File: config.mk
export PLATFORM = sky130hd
export DESIGN_NAME = pdh_ctrl
export DESIGN_NICKNAME = d
export VERILOG_FILES = /design/src/pdh_pkg.sv /design/src/pdh_ctrl.sv
export SDC_FILE = /design/constraint.sdc
export NUM_CORES = 1
export LEC_CHECK = 0
export ABC_AREA = 1
export BUFFER_PORTS_ARGS = -buffer_cell sky130_fd_sc_hd__buf_2
export CORE_MARGIN = 4
export CORE_UTILIZATION = 54
export CTS_CLUSTER_DIAMETER = 150
export CTS_CLUSTER_SIZE = 40
export DETAILED_ROUTE_END_ITERATION = 10
export GPL_TIMING_DRIVEN = 0
export PLACE_DENSITY = 0.84
export SETUP_SLACK_MARGIN = 0.1
export SYNTH_ARGS = -nofsm -noshare
export SYNTH_HDL_FRONTEND = slang
export SYNTH_SLANG_ARGS = --single-unit
File: constraint.sdc
create_clock -name clk -period 3 [get_ports clk]
set_clock_uncertainty 0.15 [all_clocks]
set_input_delay 0.6 -clock clk [delete_from_list [all_inputs] [get_ports clk]]
set_output_delay 0.6 -clock clk [all_outputs]
set_load 0.02 [all_outputs]
File: src/pdh_pkg.sv
package pdh_pkg;

    // Default store geometry
    localparam int MAX_BINS   = 1024;
    localparam int COUNT_BITS = 32;

    // Field and register widths
    localparam int COORD_W = 32;
    localparam int BOX_W   = 31;
    localparam int BINC_W  = 10;
    localparam int VALUE_W = 32;
    localparam int STEP_W  = 6;

    // Step counts of the iterative units
    localparam int DIV_STEPS  = 33;
    localparam int SQRT_STEPS = 32;
    localparam int SQ_STEPS   = 4;

    // Request kinds
    typedef enum logic [1:0] {
        KIND_ACC  = 2'd0,
        KIND_READ = 2'd1,
        KIND_RCLR = 2'd2,
        KIND_NONE = 2'd3
    } kind_t;

    // Register indexes on the configuration port
    typedef enum logic [2:0] {
        REG_BOX_X = 3'd0,
        REG_BOX_Y = 3'd1,
        REG_BOX_Z = 3'd2,
        REG_INV_W = 3'd3,
        REG_BINC  = 3'd4,
        REG_INTRA = 3'd5
    } reg_idx_t;

    typedef enum logic [3:0] {
        ST_CLEAR,
        ST_IDLE,
        ST_DECODE,
        ST_DIV,
        ST_SQ,
        ST_SQRT,
        ST_MUL,
        ST_BIN,
        ST_UPD,
        ST_OUT
    } state_t;

    // Commands from the controller to the datapath
    typedef struct packed {
        logic       load;
        logic       div_step;
        logic       sq_step;
        logic [1:0] sq_idx;
        logic       sq_last;
        logic       sqrt_step;
        logic       bin_mul;
        logic       bin_form;
        logic       mem_rd;
        logic       mem_upd;
        logic       out_load;
        logic       clr_step;
    } cmd_t;

    // Status from the datapath to the controller
    typedef struct packed {
        kind_t kind;
        logic  skip;
        logic  read_ok;
        logic  in_range;
        logic  clr_last;
        logic  out_free;
    } status_t;

    // Saturate a count to the width of the result field
    function automatic logic [VALUE_W-1:0] sat_out(input logic [63:0] v);
        logic [VALUE_W-1:0] r;
        r = (|v[63:VALUE_W]) ? '1 : v[VALUE_W-1:0];
        return r;
    endfunction

endpackage

File: src/pdh_ctrl.sv
module pdh_ctrl (
    input  logic              clk,
    input  logic              rst_n,
    input  logic              in_valid,
    output logic              in_ready,
    input  pdh_pkg::status_t  status,
    output pdh_pkg::cmd_t     cmd
);

    pdh_pkg::state_t state_reg, state_next;
    logic [pdh_pkg::STEP_W-1:0] cnt_reg, cnt_next;

    // State and step counter
    always_ff @(posedge clk or negedge rst_n)
    begin
        if (!rst_n)
        begin
            state_reg <= pdh_pkg::ST_CLEAR;
            cnt_reg   <= '0;
        end
        else
        begin
            state_reg <= state_next;
            cnt_reg   <= cnt_next;
        end
    end

    // Next state and commands
    always_comb
    begin
        state_next = state_reg;
        cnt_next   = cnt_reg;
        cmd        = '0;
        in_ready   = 1'b0;
        case (state_reg)
            pdh_pkg::ST_CLEAR:
            begin
                cmd.clr_step = 1'b1;
                if (status.clr_last)
                    state_next = pdh_pkg::ST_IDLE;
            end
            pdh_pkg::ST_IDLE:
            begin
                in_ready = 1'b1;
                if (in_valid)
                begin
                    cmd.load   = 1'b1;
                    state_next = pdh_pkg::ST_DECODE;
                end
            end
            pdh_pkg::ST_DECODE:
            begin
                cnt_next = '0;
                case (status.kind)
                    pdh_pkg::KIND_ACC:
                        state_next = status.skip ? pdh_pkg::ST_OUT : pdh_pkg::ST_DIV;
                    pdh_pkg::KIND_READ, pdh_pkg::KIND_RCLR:
                    begin
                        if (status.read_ok)
                        begin
                            cmd.mem_rd = 1'b1;
                            state_next = pdh_pkg::ST_UPD;
                        end
                        else
                            state_next = pdh_pkg::ST_OUT;
                    end
                    default:
                        state_next = pdh_pkg::ST_OUT;
                endcase
            end
            pdh_pkg::ST_DIV:
            begin
                cmd.div_step = 1'b1;
                cnt_next     = cnt_reg + 1'b1;
                if (cnt_reg == pdh_pkg::STEP_W'(pdh_pkg::DIV_STEPS - 1))
                begin
                    cnt_next   = '0;
                    state_next = pdh_pkg::ST_SQ;
                end
            end
            pdh_pkg::ST_SQ:
            begin
                cmd.sq_step = 1'b1;
                cmd.sq_idx  = cnt_reg[1:0];
                cnt_next    = cnt_reg + 1'b1;
                if (cnt_reg == pdh_pkg::STEP_W'(pdh_pkg::SQ_STEPS - 1))
                begin
                    cmd.sq_last = 1'b1;
                    cnt_next    = '0;
                    state_next  = pdh_pkg::ST_SQRT;
                end
            end
            pdh_pkg::ST_SQRT:
            begin
                cmd.sqrt_step = 1'b1;
                cnt_next      = cnt_reg + 1'b1;
                if (cnt_reg == pdh_pkg::STEP_W'(pdh_pkg::SQRT_STEPS - 1))
                begin
                    cnt_next   = '0;
                    state_next = pdh_pkg::ST_MUL;
                end
            end
            pdh_pkg::ST_MUL:
            begin
                cmd.bin_mul = 1'b1;
                state_next  = pdh_pkg::ST_BIN;
            end
            pdh_pkg::ST_BIN:
            begin
                cmd.bin_form = 1'b1;
                if (status.in_range)
                begin
                    cmd.mem_rd = 1'b1;
                    state_next = pdh_pkg::ST_UPD;
                end
                else
                    state_next = pdh_pkg::ST_OUT;
            end
            pdh_pkg::ST_UPD:
            begin
                cmd.mem_upd = 1'b1;
                state_next  = pdh_pkg::ST_OUT;
            end
            pdh_pkg::ST_OUT:
            begin
                if (status.out_free)
                begin
                    cmd.out_load = 1'b1;
                    state_next   = pdh_pkg::ST_IDLE;
                end
            end
            default:
                state_next = pdh_pkg::ST_IDLE;
        endcase
    end

    // An item always passes through the decode state, so no two requests are accepted back to back
    a_no_back_to_back: assert property (@(posedge clk) disable iff (!rst_n)
        in_valid && in_ready |=> !in_ready)
        else $error("request accepted in consecutive cycles");

    // No request is taken while the store is being cleared
    a_no_take_in_clear: assert property (@(posedge clk) disable iff (!rst_n)
        state_reg == pdh_pkg::ST_CLEAR |-> !cmd.load)
        else $error("request accepted during clearing pass");

    // The output register is only loaded when it is free
    a_out_free: assert property (@(posedge clk) disable iff (!rst_n)
        cmd.out_load |-> status.out_free)
        else $error("result loaded over a waiting result");

endmodule

; Yosys cells after proc, flatten, opt, wreduce, memory -nomap -nowiden
; Index checks and enable logic that the tools add are counted.
; W data, S select, Z words.
[op_classes]
n_mux = 32
eq_ne = 20
n_addsub = 1
n_reduce_logical = 5
[ops]
columns = operator, count
row1 = $pmux W4 S10, 1
row2 = $mux W4, 8
row3 = $pmux W6 S4, 1
row4 = $mux W6, 3
row5 = $mux W1, 17
row6 = $eq A4 B3 Y1 const B, 4
row7 = $ne A2 B2 Y1 const B, 6
row8 = $eq A4 B2 Y1 const B, 2
row9 = $eq A4 B4 Y1 const B, 2
row10 = $pmux W4 S2, 1
row11 = $add A6 B1 Y6 const B, 1
row12 = $eq A6 B2 Y1 const B, 1
row13 = $eq A6 B5 Y1 const B, 1
row14 = $eq A6 B6 Y1 const B, 1
row15 = $reduce_and A6 Y1, 1
row16 = $eq A4 B1 Y1 const B, 1
row17 = $logic_not A4 Y1, 1
row18 = $reduce_bool A4 Y1, 1
row19 = $eq A2 B1 Y1 const B, 1
row20 = $eq A2 B2 Y1 const B, 1
row21 = $logic_not A2 Y1, 1
row22 = $pmux W1 S2, 1
row23 = $reduce_or A2 Y1, 1
[word_totals]
regBits = 10

; Longest topological paths before layout
[depth]
depth_word = 4
mapped_depth = 11

; Worst setup path after synthesis
; OpenSTA, ideal clock, no wires.
[synth_timing]
path_kind = register to output
startpoint = reg state_reg[1]
endpoint = out cmd[7] in the netlist's numbering
setup_slack_ns = 0.964
path_stages_with_launch = 6
n_path_buf = 0
arrival_ns = 1.286
cell_sequence = dfrtp_1 > nor2_1 > inv_1 > nor2_2 > inv_1 > nor2_1
[synth_lines]
columns = item, line_no
row1 = start: declaration, pdh_ctrl.sv:10  ; pdh_pkg::state_t state_reg, state_next;
row2 = start signal: assignment, pdh_ctrl.sv:18  ; state_reg <= pdh_pkg::ST_CLEAR;
row3 = start signal: assignment, pdh_ctrl.sv:23  ; state_reg <= state_next;
row4 = end: declaration, pdh_ctrl.sv:7  ; output pdh_pkg::cmd_t cmd

==> summary.md <==
| Metric | Value |
|---|---|
| Antenna diodes | 0 |
| Chip width | just under 50 um |
| Crit path launch | state_reg[1] |
| Peak Freq | roughly 440 MHz |
| Worst r2r src | state_reg[0] |
| First-pass GRT wire length | around 3900 um |
| Final Max Slew Viols | 0 |
| # fillers | between 150 and 200 |
| Via Count | roughly 1000 |
| Mean Syn Cell Area | between 6 and 7 um^2 |
| H-Tree Depth | 1 |
| Hpwl dp | between 1500 and 2000 um |
| FF-to-FF End | state_reg[0] |
| RePlAce Congestion | about 0.90 |
| IO Count | 24 |
| CTS root buf | clkbuf_4 |
| Inserted Clock Buffers | 3 |
| Setup crit end kind | output pin |
| Port Buf Inserts | 23 |
| Cts repair resizes | 0 |
| Worst vdd ir | ~0.48 mV |
| Setup violations, final | 0 |
| Most frequent cells in the layout | 44 x nand2_1, 27 x nor2_1, 23 x buf_2, 19 x inv_1, 18 x nand3_1 |
| Final hold violation count | 0 |
| Clock latency at the later pin of the worst-skew pair | 260 ps |
| M3 GR Usage | around 5.8% |
| Worst Hold Margin | 42.5 ps |
| Syn_nets | ~160 |
| TritonRoute pass-1 iters | 4 |
| Met1 Usage GRT | 25.9% |
| Routed WL | 2160 um |
| WP data arrival | 1500 ps |
| Num Clock Sinks | 10 |
| CP endpoint | cmd[7] |
| Crit-path max FO | 7 |
| Die area | approximately 2400 um^2 |
| Residual DRC count | 0 |
| Congestion Overflow GR | 0 |
| P&R area growth vs syn | 17.8% |
| Clock tree from TritonCTS | yes |
| Global Route met2 Usage | roughly a third |
| Die Y | around 49 um |
| Final critical-path required period | between 2000 and 2500 ps |
| Vias in the first global route | around 900 |
| Synth Cell Area | approximately 890 um^2 |
| Synth Area in Adders | around 5.6% |
| Postcts setup bufs | 0 |
| Setup TNS | 0 ps |
| FF+latch count, synth | 10 |
| Slew @ Worst Pin | between 300 and 400 ps |
| Seq/Total Area, Yosys | between 20% and 30% |
| Gate Count Post-Synth | roughly 150 |
| CTS clock-pin slew for the worst setup and hold paths | 60 ps |
| Largest family of logic cells by synthesized area | simple AND/OR/NAND/NOR gates |
| Avg Vias per Cell | 5.24 |
| Routed WL per cell | 11.6 um |
| Initial Util | 58.2% |
| # rows | 14 |
| Initial DRC count | 33 |
| Worst min-delay path class | primary input to async pin |
| Critical setup path kind | flop to output pin |
| Core box area | 1520 um^2 |
| Post-route ant nets | 0 |
| Pwr per Cell Area | around 920 nW/um^2 |
| Req. time, crit path | 2250 ps |
| Compound-Gate Fraction of Synth Area | a little under 5% |
| CTS max path bufs | 2 |
| Synth warn | 0 |
| Pin count of the biggest net entering global routing | 11 |
| Final cycle utilization of the critical path | roughly three quarters |
| Max-cap viol count | 0 |
| Multiplexer share of the synthesized area | 0% |
| Largest register FFs | 6 |
| Share of cells above drive strength 1 | a little under a quarter |
| Netlist cell types | 20 |
| Leakage power total | approximately 0.65 nW |
| R2R setup slack | 1400 ps |
| Number of hold buffers added after cts | 0 |
| Initial antenna violation count | 0 |
| GRT busiest layer | met2 |
| Net count of the finished layout | 187 |
| RSZ-0062 raised after global routing | no |
| Normalized max-slew margin | 77.2% |
| Post-synthesis xor/xnor area fraction | less than 1% |
| Outcome | completed |
| Crit start category | flop |
| Commonest non-fill, non-tap cell in the layout | nand2_1 |
| Simple-gate share of the synthesized area | between 50% and 60% |
| Worst Reg2Reg Path Length in Cells | 7 |
| Total GRT Usage | 19.5% |
cell usage after synthesis:
cell type	number	share of area, %
nand2_2	4	2.8
nor3_2	1	1.1
nor2_1	27	11
nand3_1	18	10
or2_1	1	0.71
a21oi_1	1	0.56
inv_2	4	1.7
nand2_4	2	2.5
a211o_1	1	0.99
ha_1	4	5.6
inv_1	19	8.0
nand3b_1	2	1.7
nor2_2	2	1.4
nand2_1	44	19
o21ai_2	1	0.99
o22ai_1	1	0.71
dfrtp_1	10	28
xor2_1	1	0.99
a32o_1	1	1.1
o21ai_0	1	0.56
through the flow:
step | util (%) | power, W | instance area [um^2] | setup WS (ps) | instances
CTS | 68.6 | 0.000957 | 1040 | 757 | 187
global placement | 67.1 | 0.000847 | 1020 | 813 | 184
finish | 68.6 | 0.000957 | 1040 | 748 | 187
detailed placement | 67.1 | 0.000863 | 1020 | 803 | 184
global route | 68.6 | 0.00106 | 1040 | 607 | 187
floorplan | - | 0.000704 | 887 | 964 | 145
layout make-up:
class | count | area [um^2] | share of cell area [%]
multi-input combinational | 112 | 551 | 52.7
timing repair buffer | 23 | 115 | 11.0
sequential | 10 | 250 | 24.0
clock buffer | 3 | 22.5 | 2.16
inverter | 23 | 86.3 | 8.26
tap | 16 | 20.0 | 1.92
layer usage:
layer | share of wire, % | routed length [um]
met2 | 48 | 1030
met1 | 44 | 952
met3 | 7.7 | 166
met4 | 0.42 | 9
met5 | 0 | 0
power by group:
| group | internal [W] | total (W) | switching (W) |
|---|---|---|---|
| registers | 0.000175 | 0.000224 | 0.0000491 |
| logic | 0.000204 | 0.000642 | 0.000438 |
| clock network | 0.0000463 | 0.0000904 | 0.0000441 |
| total | 0.000426 | 0.000957 | 0.000531 |
worst max-delay path, cell delays in order (launching register included):
cell     delay (ps)
dfrtp_1         450
nor2_1          150
inv_1           110
nor2_2          180
inv_1            90
nor2_1           90
buf_2           170
worst min-delay path by stage:
| stage | slack [ps] | end |
|---|---|---|
| finish | 40 | cnt_reg[2] |
| global route | 40 | state_reg[3] |
| CTS | 50 | cnt_reg[4] |
| detailed placement | 330 | cnt_reg[4] |
| global placement | 330 | cnt_reg[4] |
| floorplan | 150 | cnt_reg[0] |
cell families (layout without fill, tap and decap cells):
kind of cell	Yosys count	after routing
fa+ha+maj	4	4
buf+inv	23	49
xor+xnor	1	1
simple gates	101	101
compound gates	6	6
flops	10	10
No activity file was read; power rests on OpenSTA's default activity.
